## config.mk

```make
export PLATFORM = sky130hd
export DESIGN_NAME = combined_lcg_shuffle_rng_unit
export DESIGN_NICKNAME = d
export VERILOG_FILES = /design/src/design/clsr_pkg.sv /design/src/design/combined_lcg_shuffle_rng_unit.sv
export SDC_FILE = /design/constraint.sdc
export NUM_CORES = 2
export LEC_CHECK = 0
export ABC_CLOCK_PERIOD_IN_PS = 13900
export BUFFER_PORTS_ARGS = -buffer_cell sky130_fd_sc_hd__buf_2
export CELL_PAD_IN_SITES_DETAIL_PLACEMENT = 1
export CELL_PAD_IN_SITES_GLOBAL_PLACEMENT = 1
export CORE_ASPECT_RATIO = 0.9
export CORE_MARGIN = 3
export CORE_UTILIZATION = 42
export CTS_BUF_LIST = sky130_fd_sc_hd__clkbuf_16
export CTS_CLUSTER_SIZE = 20
export DETAILED_ROUTE_END_ITERATION = 7
export PLACE_DENSITY_LB_ADDON = 0.08
export SLEW_MARGIN = 25
export SYNTH_ARGS = -nofsm -noshare
export SYNTH_HDL_FRONTEND = slang
export SYNTH_SLANG_ARGS = --single-unit
```

## constraint.sdc

```tcl
create_clock -name clk -period 13.9 [get_ports clk]
set_input_delay 2.78 -clock clk [delete_from_list [all_inputs] [get_ports clk]]
set_output_delay 2.78 -clock clk [all_outputs]
set_load 0.02 [all_outputs]
```

## src/design/clsr_pkg.sv

```systemverilog
`default_nettype none
// ----------------------------------------------------------------------------
// clsr_pkg
// Constants, microcode types and the control store of the combined
// congruential generator with shuffle table.
// ----------------------------------------------------------------------------
package clsr_pkg;

	localparam int unsigned TABLE_DEPTH_DEF = 32;
	localparam int unsigned WARMUP          = 8;

	localparam logic [30:0] MOD1        = 31'd2147483563;
	localparam logic [30:0] MOD2        = 31'd2147483399;
	localparam logic [15:0] MUL1        = 16'd40014;
	localparam logic [15:0] MUL2        = 16'd40692;
	// 2^31 mod m for each modulus, used to fold the high product bits
	localparam logic [7:0]  FOLD1       = 8'd85;
	localparam logic [7:0]  FOLD2       = 8'd249;
	localparam logic [30:0] SECOND_INIT = 31'd123456789;

	// control store addresses
	typedef enum logic [3:0] {
		U_IDLE,
		U_SEED_LOAD,
		U_SEED_MUL,
		U_SEED_RED,
		U_DRAW_MUL1,
		U_DRAW_RED1,
		U_DRAW_MUL2,
		U_DRAW_RED2,
		U_READ,
		U_DRAW
	} upc_t;

	typedef enum logic [3:0] {
		A_NONE,
		A_LOAD,
		A_MUL1,
		A_MUL2,
		A_RED_FILL,
		A_RED1,
		A_RED2,
		A_READ,
		A_DRAW
	} act_t;

	typedef enum logic [2:0] {
		J_NEXT,
		J_ALWAYS,
		J_IDLE,
		J_LOOP_CNT,
		J_OUT
	} jump_t;

	typedef struct packed {
		act_t  act;
		jump_t jump;
		upc_t  target;
	} uword_t;

	function automatic uword_t ucode(input upc_t pc);
		uword_t w;
		case (pc)
			U_IDLE:      w = '{act: A_NONE,     jump: J_IDLE,     target: U_DRAW_MUL1};
			U_SEED_LOAD: w = '{act: A_LOAD,     jump: J_NEXT,     target: U_IDLE};
			U_SEED_MUL:  w = '{act: A_MUL1,     jump: J_NEXT,     target: U_IDLE};
			U_SEED_RED:  w = '{act: A_RED_FILL, jump: J_LOOP_CNT, target: U_SEED_MUL};
			U_DRAW_MUL1: w = '{act: A_MUL1,     jump: J_NEXT,     target: U_IDLE};
			U_DRAW_RED1: w = '{act: A_RED1,     jump: J_NEXT,     target: U_IDLE};
			U_DRAW_MUL2: w = '{act: A_MUL2,     jump: J_NEXT,     target: U_IDLE};
			U_DRAW_RED2: w = '{act: A_RED2,     jump: J_NEXT,     target: U_IDLE};
			U_READ:      w = '{act: A_READ,     jump: J_NEXT,     target: U_IDLE};
			U_DRAW:      w = '{act: A_DRAW,     jump: J_OUT,      target: U_IDLE};
			default:     w = '{act: A_NONE,     jump: J_ALWAYS,   target: U_IDLE};
		endcase
		return w;
	endfunction

endpackage
`default_nettype wire

```

## src/design/combined_lcg_shuffle_rng_unit.sv

```systemverilog
`default_nettype none
// ----------------------------------------------------------------------------
// combined_lcg_shuffle_rng_unit
// Combined two-modulus congruential generator behind a shuffle table,
// run by a small microcoded sequencer over one shared multiplier.
// ----------------------------------------------------------------------------
// Each request transfer returns one deviate in 1..2147483562 (divide by
// 2147483563 for a value in (0,1)). A normal draw runs the steps
// DRAW_MUL1, DRAW_RED1, DRAW_MUL2, DRAW_RED2, READ and DRAW before the next
// request is taken: the two generator steps share one 31x16 multiplier
// followed by a fold and reduce step, the table index comes from a row of
// compares against the bucket boundaries, and the table is read and written
// through one write port and one read port. A request with reseed set, and
// the first request after reset, first loads both generators from the seed
// register (zero acts as one) and then runs the warm-up and table fill
// steps. A result waiting in the output register does not stop the next
// request from being taken; the block holds its final step until the
// output register is free.

module combined_lcg_shuffle_rng_unit #(
	parameter int unsigned TABLE_DEPTH = clsr_pkg::TABLE_DEPTH_DEF
) (
	input  wire logic        clk,
	input  wire logic        arst_n,
	input  wire logic        seed_we,
	input  wire logic [30:0] seed,
	input  wire logic        req_valid,
	output logic             req_ready,
	input  wire logic        reseed,
	output logic             rsp_valid,
	input  wire logic        rsp_ready,
	output logic [30:0]      deviate
);

	localparam int unsigned IDX_W = (TABLE_DEPTH > 1) ? $clog2(TABLE_DEPTH) : 1;
	localparam int unsigned CNT_W = $clog2(TABLE_DEPTH + clsr_pkg::WARMUP);
	localparam logic [30:0] SPAN =
		31'(64'd1 + (64'(clsr_pkg::MOD1) - 64'd1) / 64'(TABLE_DEPTH));
	localparam logic [IDX_W-1:0] LAST_IDX = IDX_W'(TABLE_DEPTH - 1);
	localparam logic [CNT_W-1:0] CNT_INIT = CNT_W'(TABLE_DEPTH + clsr_pkg::WARMUP - 1);
	localparam logic [CNT_W-1:0] CNT_DEPTH = CNT_W'(TABLE_DEPTH);

	clsr_pkg::upc_t   upc_q;
	clsr_pkg::upc_t   upc_d;
	clsr_pkg::uword_t uw;

	logic [30:0]      seed_q;
	logic [30:0]      first_q;
	logic [30:0]      second_q;
	logic [30:0]      last_q;
	logic             seeded_q;
	logic             rsp_valid_q;
	logic [CNT_W-1:0] cnt_q;

	logic [46:0]      prod_q;
	logic [IDX_W-1:0] quot_q;
	logic [IDX_W-1:0] idx_q;
	logic [30:0]      rd_q;
	logic [30:0]      out_q;

	logic [30:0]      mem [TABLE_DEPTH];

	logic             in_xfer;
	logic             slot_free;
	logic             draw_go;
	logic [30:0]      mul_x;
	logic [15:0]      mul_a;
	logic [46:0]      prod_d;
	logic             use_g2;
	logic [31:0]      fold_sum;
	logic [31:0]      fold_mod;
	logic [30:0]      red;
	logic [TABLE_DEPTH:0] span_ge;
	logic [IDX_W-1:0] quot_d;
	logic [IDX_W-1:0] sel_idx;
	logic [32:0]      diff;
	logic [30:0]      y;
	logic [30:0]      seed_eff;
	logic             fill_we;
	logic             mem_we;
	logic [IDX_W-1:0] mem_waddr;
	logic [30:0]      mem_wdata;

	assign uw        = clsr_pkg::ucode(upc_q);
	assign req_ready = (upc_q == clsr_pkg::U_IDLE);
	assign in_xfer   = req_valid & req_ready;
	assign slot_free = ~rsp_valid_q | rsp_ready;
	assign draw_go   = (uw.act == clsr_pkg::A_DRAW) & slot_free;
	assign rsp_valid = rsp_valid_q;
	assign deviate   = out_q;

	// shared multiplier, registered before the fold
	assign mul_x  = (uw.act == clsr_pkg::A_MUL2) ? second_q : first_q;
	assign mul_a  = (uw.act == clsr_pkg::A_MUL2) ? clsr_pkg::MUL2 : clsr_pkg::MUL1;
	assign prod_d = 47'(mul_x) * 47'(mul_a);

	// a*x mod m: high bits times (2^31 mod m) plus low bits, then one subtract
	assign use_g2   = (uw.act == clsr_pkg::A_RED2);
	assign fold_sum = 32'(prod_q[30:0])
		+ 32'(prod_q[46:31]) * 32'(use_g2 ? clsr_pkg::FOLD2 : clsr_pkg::FOLD1);
	assign fold_mod = 32'(use_g2 ? clsr_pkg::MOD2 : clsr_pkg::MOD1);
	assign red      = (fold_sum >= fold_mod) ? 31'(fold_sum - fold_mod) : fold_sum[30:0];

	// bucket of the last output: compare against every bucket boundary
	always_comb begin
		span_ge = '0;
		for (int k = 0; k < TABLE_DEPTH; k++) begin
			span_ge[k] = (last_q >= 31'(64'(k) * 64'(SPAN)));
		end
	end

	// the boundaries rise, so the last passing compare names the bucket
	always_comb begin
		quot_d = '0;
		for (int k = 0; k < TABLE_DEPTH; k++) begin
			if (span_ge[k] & ~span_ge[k+1]) begin
				quot_d = quot_d | IDX_W'(k);
			end
		end
	end

	assign sel_idx = (quot_q > LAST_IDX) ? LAST_IDX : quot_q;

	// shuffled entry minus second generator, wrapped into 1..m1-1
	assign diff = {2'b00, rd_q} - {2'b00, second_q};
	assign y    = (diff[32] | (diff == 33'd0))
		? 31'(diff + 33'(clsr_pkg::MOD1 - 31'd1)) : diff[30:0];

	assign seed_eff = (seed_q == 31'd0) ? 31'd1 : seed_q;

	assign fill_we   = (uw.act == clsr_pkg::A_RED_FILL) & (cnt_q < CNT_DEPTH);
	assign mem_we    = fill_we | draw_go;
	assign mem_waddr = fill_we ? cnt_q[IDX_W-1:0] : idx_q;
	assign mem_wdata = fill_we ? red : first_q;

	always_comb begin
		case (uw.jump)
			clsr_pkg::J_NEXT: begin
				upc_d = clsr_pkg::upc_t'(upc_q + 4'd1);
			end
			clsr_pkg::J_ALWAYS: begin
				upc_d = uw.target;
			end
			clsr_pkg::J_IDLE: begin
				if (!in_xfer) begin
					upc_d = upc_q;
				end else if (reseed | ~seeded_q) begin
					upc_d = clsr_pkg::upc_t'(upc_q + 4'd1);
				end else begin
					upc_d = uw.target;
				end
			end
			clsr_pkg::J_LOOP_CNT: begin
				upc_d = (cnt_q != '0) ? uw.target : clsr_pkg::upc_t'(upc_q + 4'd1);
			end
			clsr_pkg::J_OUT: begin
				upc_d = slot_free ? uw.target : upc_q;
			end
			default: begin
				upc_d = clsr_pkg::U_IDLE;
			end
		endcase
	end

	always_ff @(posedge clk or negedge arst_n) begin
		if (!arst_n) begin
			upc_q       <= clsr_pkg::U_IDLE;
			seed_q      <= 31'd1;
			first_q     <= 31'd1;
			second_q    <= clsr_pkg::SECOND_INIT;
			last_q      <= '0;
			seeded_q    <= 1'b0;
			rsp_valid_q <= 1'b0;
			cnt_q       <= '0;
		end else begin
			upc_q <= upc_d;
			if (seed_we) begin
				seed_q <= seed;
			end
			case (uw.act)
				clsr_pkg::A_LOAD: begin
					first_q  <= seed_eff;
					second_q <= seed_eff;
					cnt_q    <= CNT_INIT;
				end
				clsr_pkg::A_RED_FILL: begin
					first_q <= red;
					cnt_q   <= cnt_q - CNT_W'(1);
					if (cnt_q == '0) begin
						last_q   <= red;
						seeded_q <= 1'b1;
					end
				end
				clsr_pkg::A_RED1: begin
					first_q <= red;
				end
				clsr_pkg::A_RED2: begin
					second_q <= red;
				end
				clsr_pkg::A_DRAW: begin
					if (slot_free) begin
						last_q <= y;
					end
				end
				default: begin
				end
			endcase
			if (draw_go) begin
				rsp_valid_q <= 1'b1;
			end else if (rsp_ready) begin
				rsp_valid_q <= 1'b0;
			end
		end
	end

	// datapath payload
	always_ff @(posedge clk) begin
		case (uw.act)
			clsr_pkg::A_MUL1, clsr_pkg::A_MUL2: begin
				prod_q <= prod_d;
			end
			clsr_pkg::A_RED1: begin
				quot_q <= quot_d;
			end
			clsr_pkg::A_READ: begin
				idx_q <= sel_idx;
			end
			default: begin
			end
		endcase
		if (draw_go) begin
			out_q <= y;
		end
	end

	// shuffle table, one write and one registered read
	always_ff @(posedge clk) begin
		if (mem_we) begin
			mem[mem_waddr] <= mem_wdata;
		end
		if (uw.act == clsr_pkg::A_READ) begin
			rd_q <= mem[sel_idx];
		end
	end

	a_deviate_range: assert property (@(posedge clk) disable iff (!arst_n)
		rsp_valid |-> (deviate != 31'd0) && (deviate < clsr_pkg::MOD1))
		else $error("deviate out of range");

	a_busy_after_req: assert property (@(posedge clk) disable iff (!arst_n)
		req_valid && req_ready |=> !req_ready)
		else $error("request taken while sequencer busy");

	a_result_needs_seed: assert property (@(posedge clk) disable iff (!arst_n)
		$rose(rsp_valid) |-> seeded_q && $past(upc_q) == clsr_pkg::U_DRAW)
		else $error("result produced outside draw step or before seeding");

	a_fill_in_seed: assert property (@(posedge clk) disable iff (!arst_n)
		fill_we |-> !seeded_q || $past(seeded_q))
		else $error("table fill outside seeding");

endmodule
`default_nettype wire
```

# Word-level counts from Yosys, hierarchy flattened
# Memories as Yosys holds them, arrays and structs flattened. A register that Yosys moved wholly into a read port is not among the register bits.
# Cells that the tools add are included.
[totals]
mem_bits_rw = 992
memories = 2
out_inout_bits = 33
mem_bits_ro = 144
in_bits = 37
ff_bits = 224
[classes]
muxes = 56
eq_ne = 16
multipliers = 2
addsub = 6
n_bitwise = 69
reduce_logical = 20
magnitude_cmp = 34
[mem_list]
columns = ["memory", "words", "word_bits", "rd", "rd_clocked_by_memory_dff", "wr", "line_no", "text"]
rows = [
  ["mem", 32, 31, 1, 1, 1, "combined_lcg_shuffle_rng_unit.sv:61", "logic [30:0] mem [TABLE_DEPTH];"],
  ["(name not given)", 16, 9, 1, 0, 0, "clsr_pkg.sv:63", "case (pc)"],
]
[ops]
columns = ["cell", "n"]
rows = [
  ["31-bit >= comparator (second input constant)", 15],
  ["31-bit by 30-bit >= comparator with 1-bit output (second input constant)", 8],
  ["31-bit 2-to-1 mux", 7],
  ["31-bit one-hot mux with 2 select lines", 3],
  ["31-bit by 29-bit >= comparator with 1-bit output (second input constant)", 4],
  ["5-bit 2-to-1 mux", 16],
  ["31-bit by 28-bit >= comparator with 1-bit output (second input constant)", 2],
  ["4-bit 2-to-1 mux", 12],
  ["31-bit by 16-bit multiplier with 47-bit output", 1],
  ["1-bit AND", 33],
  ["33-bit zero test", 1],
  ["31-bit by 24-bit adder with 32-bit output", 1],
  ["32-bit by 31-bit >= comparator with 1-bit output", 1],
  ["1-bit NOT", 32],
  ["31-bit by 31-bit subtractor with 32-bit output", 1],
  ["31-bit by 8-bit adder with 31-bit output (second input constant)", 1],
  ["31-bit by 26-bit >= comparator with 1-bit output (second input constant)", 1],
  ["31-bit by 27-bit >= comparator with 1-bit output (second input constant)", 1],
  ["31-bit zero test", 1],
  ["31-bit subtractor", 1],
  ["16-bit by 8-bit multiplier with 24-bit output", 1],
  ["4-bit one-hot mux with 5 select lines", 1],
  ["4-bit by 3-bit == test with 1-bit output (second input constant)", 4],
  ["8-bit 2-to-1 mux", 2],
  ["other kinds (29)", 53],
]

# Depth between registers and ports, before layout
[logic_depth]
ltp_word = 32
depth_mapped = 38
mapped_depth_nobuf = 35

# Worst setup path after synthesis
# Ideal clock, no wire load.
[synth_timing]
path_type = "reg2reg"
start = "reg upc_q[0]"
end = "mem mem[0][21], data pin"
arrival_ns = 9.132
n_path_buf = 5
required_time_ns = 13.446
setup_slack_ns = 4.314
stages_incl_launch_ff = 33
setup_ns = 0.454
synth_period_minus_slack_ns = 9.586
cell_sequence = "dfrtp_1 inv_1 ha_1 clkbuf_1 nand3b_1 a21oi_1 nor2_1 nor4_1 clkbuf_1 buf_1 nand2_1 fa_1 inv_1 fa_1 fa_1 inv_1 fa_1 inv_1 ha_1 buf_2 and2_1 nand2_1 a2111oi_2 o21ai_0 a31o_2 o31ai_1 and3b_1 o2111ai_1 nor3_2 buf_4 o211ai_1 xnor2_1 o21ai_0"
[synth_via]
elab_chain_cells = 8
[synth_lines]
columns = ["item", "line_no", "text"]
rows = [
  ["start, declared", "combined_lcg_shuffle_rng_unit.sv:43", "clsr_pkg::upc_t upc_q;"],
  ["start signal, assigned", "combined_lcg_shuffle_rng_unit.sv:167", "upc_q <= clsr_pkg::U_IDLE;"],
  ["start signal, assigned", "combined_lcg_shuffle_rng_unit.sv:176", "upc_q <= upc_d;"],
  ["memory 16 x 9 bit (*)", "n/a", ""],
  ["4-bit by 3-bit == test with 1-bit output", "combined_lcg_shuffle_rng_unit.sv:98", "assign use_g2 = (uw.act == clsr_pkg::A_RED2);"],
  ["8-bit 2-to-1 mux", "combined_lcg_shuffle_rng_unit.sv:100", "+ 32'(prod_q[46:31]) * 32'(use_g2 ? clsr_pkg::FOLD2 : clsr_pkg::FOLD1);"],
  ["16-bit by 8-bit multiplier with 24-bit output", "combined_lcg_shuffle_rng_unit.sv:100", ""],
  ["31-bit by 24-bit adder with 32-bit output", "combined_lcg_shuffle_rng_unit.sv:100", ""],
  ["31-bit subtractor or 32-bit by 31-bit >= comparator with 1-bit output (tied branches)", "combined_lcg_shuffle_rng_unit.sv:102", "assign red = (fold_sum >= fold_mod) ? 31'(fold_sum - fold_mod) : fold_sum[30:0];"],
  ["31-bit 2-to-1 mux", "combined_lcg_shuffle_rng_unit.sv:102", ""],
  ["31-bit 2-to-1 mux (*)", "combined_lcg_shuffle_rng_unit.sv:134", "assign mem_wdata = fill_we ? red : first_q;"],
  ["named net mem_wdata[21]", "combined_lcg_shuffle_rng_unit.sv:82", "logic [30:0] mem_wdata;"],
  ["end, declared", "combined_lcg_shuffle_rng_unit.sv:61", ""],
]
# Mark *: on every way through the listed nets, which the timed path passes. The rest lies on a longest branch.

# Worst setup path after layout
[layout_timing]
start = "reg upc_q[2]"
end = "mem mem[1][5], data pin"
# The elaborated chain is that of the path after synthesis.

==> results.cfg <==
[run_status]
outcome = completed

[routing]
route.vias.total = 41900
detail_route.wl_per_cell_um = 30.4
detail_route.drc_violations = 0
routed_wl_um = 220000
avgViaCountPerCell = 5.78
drtPass1Iterations = 7
dr.first_iter.drc_count = 3813
drtAntennaViolNets = 0

[critical_path]
worstSetupStartpointType = register
critPathMaxFanout = 62
worst-endpoint-arrival_ns = 11.06
endpoint_kind = register
worstPathBufferInverterCount = 6
cell_with_the_biggest_individual_delay_on_the_critical_path = sky130_fd_sc_hd__mux2i_1
critPathKind = register to register
crit_top_cell = sky130_fd_sc_hd__inv_1
timing.critical_path.max_delay_family = compound AO/OA/AOI/OAI gates
cp.required_ns = 14.31
crit_path_max_incr_delay_ns = 0.84

[synth]
synth-seq-cells = 1246
synth_sequential_area_ratio_pct = 53.4
synth_cells = 4896
ys.flop_type = sky130_fd_sc_hd__edfxtp_1
muxShareOfSynthArea_pct = 11.4
synth_simple_gate_area_share_pct = 6.70
synth_enable_flop_cells = 1110
synth.largest_area_cell = sky130_fd_sc_hd__edfxtp_1
synth_adder_area_share_pct = 16.1
synthDistinctLibCells = 105
largest_family_of_logic_cells_by_synthesized_area = adder cells
synthArstFlopShare_pct = 10.9
syn_nets = 5595
synth_area_leaders = sky130_fd_sc_hd__edfxtp_1, sky130_fd_sc_hd__fa_1, sky130_fd_sc_hd__mux4_2, sky130_fd_sc_hd__ha_1, sky130_fd_sc_hd__dfrtp_1
yosys_warnings = 0
synthesis.area_per_instance_um2 = 14.1
synthXorXnorAreaFrac_pct = 1.66
synth_top_area_share_pct = 48.4
synth-compound-area-share_pct = 6.05
synthesis.area_mm2 = 0.0688

[clock_network]
cts_hold_repair.buffers = 0
cts.sinks = 1246
clk-insertion-delay-late_ns = 0.79
post_cts_buffers = 0
ctsLongestPathBuffers = 3
cts_inserted_buffers = 138
clk_tree_root_cell = sky130_fd_sc_hd__clkbuf_16
post_cts_resized = 0
clock_tree_from_tritoncts = built
clk_transition_reported_paths_ns = 0.06
htree_num_levels = 4

[finish]
layout-area-overhead-vs-synth_pct = 11.8
postLayoutCoreUtil_pct = 47.4
layout.cells.non_filler = 7251
nets = 5704
final_cell_mix = sky130_fd_sc_hd__edfxtp_1, sky130_fd_sc_hd__inv_1, sky130_fd_sc_hd__nand2_1, sky130_fd_sc_hd__fa_1, sky130_fd_sc_hd__mux4_2
drive_gt1_share_pct = 17.4
layout_commonest_cell = sky130_fd_sc_hd__edfxtp_1

[die]
coreArea_mm2 = 0.162
die-height_um = 390
design.die.area_mm2 = 0.169
number_of_placement_rows = 140
die_x_um = 433
initial_core_util_pct = 42.4
top_level_ports = 70

[global_routing]
grt_start_max_net_pins = 137
grt_util_all_layers_pct = 26.6
grt.overflow.total = 0
number_of_global_route_vias_before_repair = 44300
grt_pass1_wl_um = 321000
antenna_violations_before_repair = 10

[timing]
hold_viol = 0
skew_ns = 0.0484
rsz0062_at_grt = no
final_min_period_over_clock_period_pct = 76.6
setup-violations-final = 0
tightest_slew_ns = 1.12
post-route-min-period_ns = 10.65
timing.fmax_mhz = 93.9
max-slew-margin-rel_pct = 24.7
timing.final.ws_setup_ns = 3.25
final.setup.tns_ns = 0
final_max_slew_viol_count = 0

[placed_design]
detailedPlacementHpwl_um = 153000
dp.cells = 6995
place_ws_ns = 3.30
routabilityCongestion = 0.909
port_buffers = 69

[job]
max_cap_violations = 0

[min_path]
min-delay-path-class = register to register
path summary, 6_finish.rpt:
| check | from | to | slack [ns] | depth (start not counted) |
|---|---|---|---|---|
| setup / recovery | upc_q[2] | mem[1][5] | 3.25 | 29 |
| hold / removal | seeded_q | seeded_q | 0.49 | 1 |
| setup reg to reg | upc_q[2] | mem[1][5] | 3.25 | 29 |
| hold reg to reg | seeded_q | seeded_q | 0.49 | 1 |
| max in group asynchronous | arst_n | first_q[16] | 10.12 | 3 |
| min in group asynchronous | arst_n | seeded_q | 1.95 | 1 |
final cells by class:
class,count,area [um2]
multi-input combinational,2793,29400
tap,2130,2670
antenna,4,10.0
inverter,660,2480
timing repair buffer,166,1140
fill,15900,85400
clock buffer,140,3500
sequential,1246,36800
clock inverter,112,987
per-stage QoR:
stage / hold slack, ns / instance area (um2)
CTS: 0.488 / 76900
detailed placement: 0.473 / 72400
finish: 0.488 / 77000
global placement: 0.463 / 72300
global route: 0.507 / 77000
floorplan: 0.436 / 68800
cell families after synthesis:
group	after synthesis
flip-flops	1246
AND/OR/NAND/NOR	961
buffers and inverters	857
adder cells (fa/ha/maj)	662
AO/OA/AOI/OAI	651
multiplexers	388
XOR/XNOR	130
other	1
Yosys cell counts, drive strengths merged, types with 51 or more instances:
cell / n
a21oi: 184
dfrtp: 118
nor3: 61
mux4: 310
fa: 369
clkbuf: 145
ha: 293
edfxtp: 1110
and3: 51
inv: 659
nand2: 377
o21ai: 186
nor2: 200
buf: 52
mux2: 66
a21o: 57
xnor2: 83
flip-flops by register name (all words and copies together), names as in the netlist:
signal	flops
rsp_valid	1
idx_q	5
rd_q	31
first_q	31
seed_q	31
prod_q	46
deviate	31
second_q	31
last_q	31
upc_q	4
seeded_q	1
cnt_q	6
quot_q	5
mem	992
routing by layer:
layer	track usage, %	wire length, um	up-vias	part of all wire (%)
met5	0	0	-	0
met4	7.61	6740	0	3.1
met3	3.77	12800	258	5.8
met2	42.1	103000	1235	47
met1	38.3	97500	22400	44
li1	-	-	18000	-
Power is left out: the tool's default activity adds up to more than one toggle a clock period on the data nets, which glitch-free logic cannot reach.
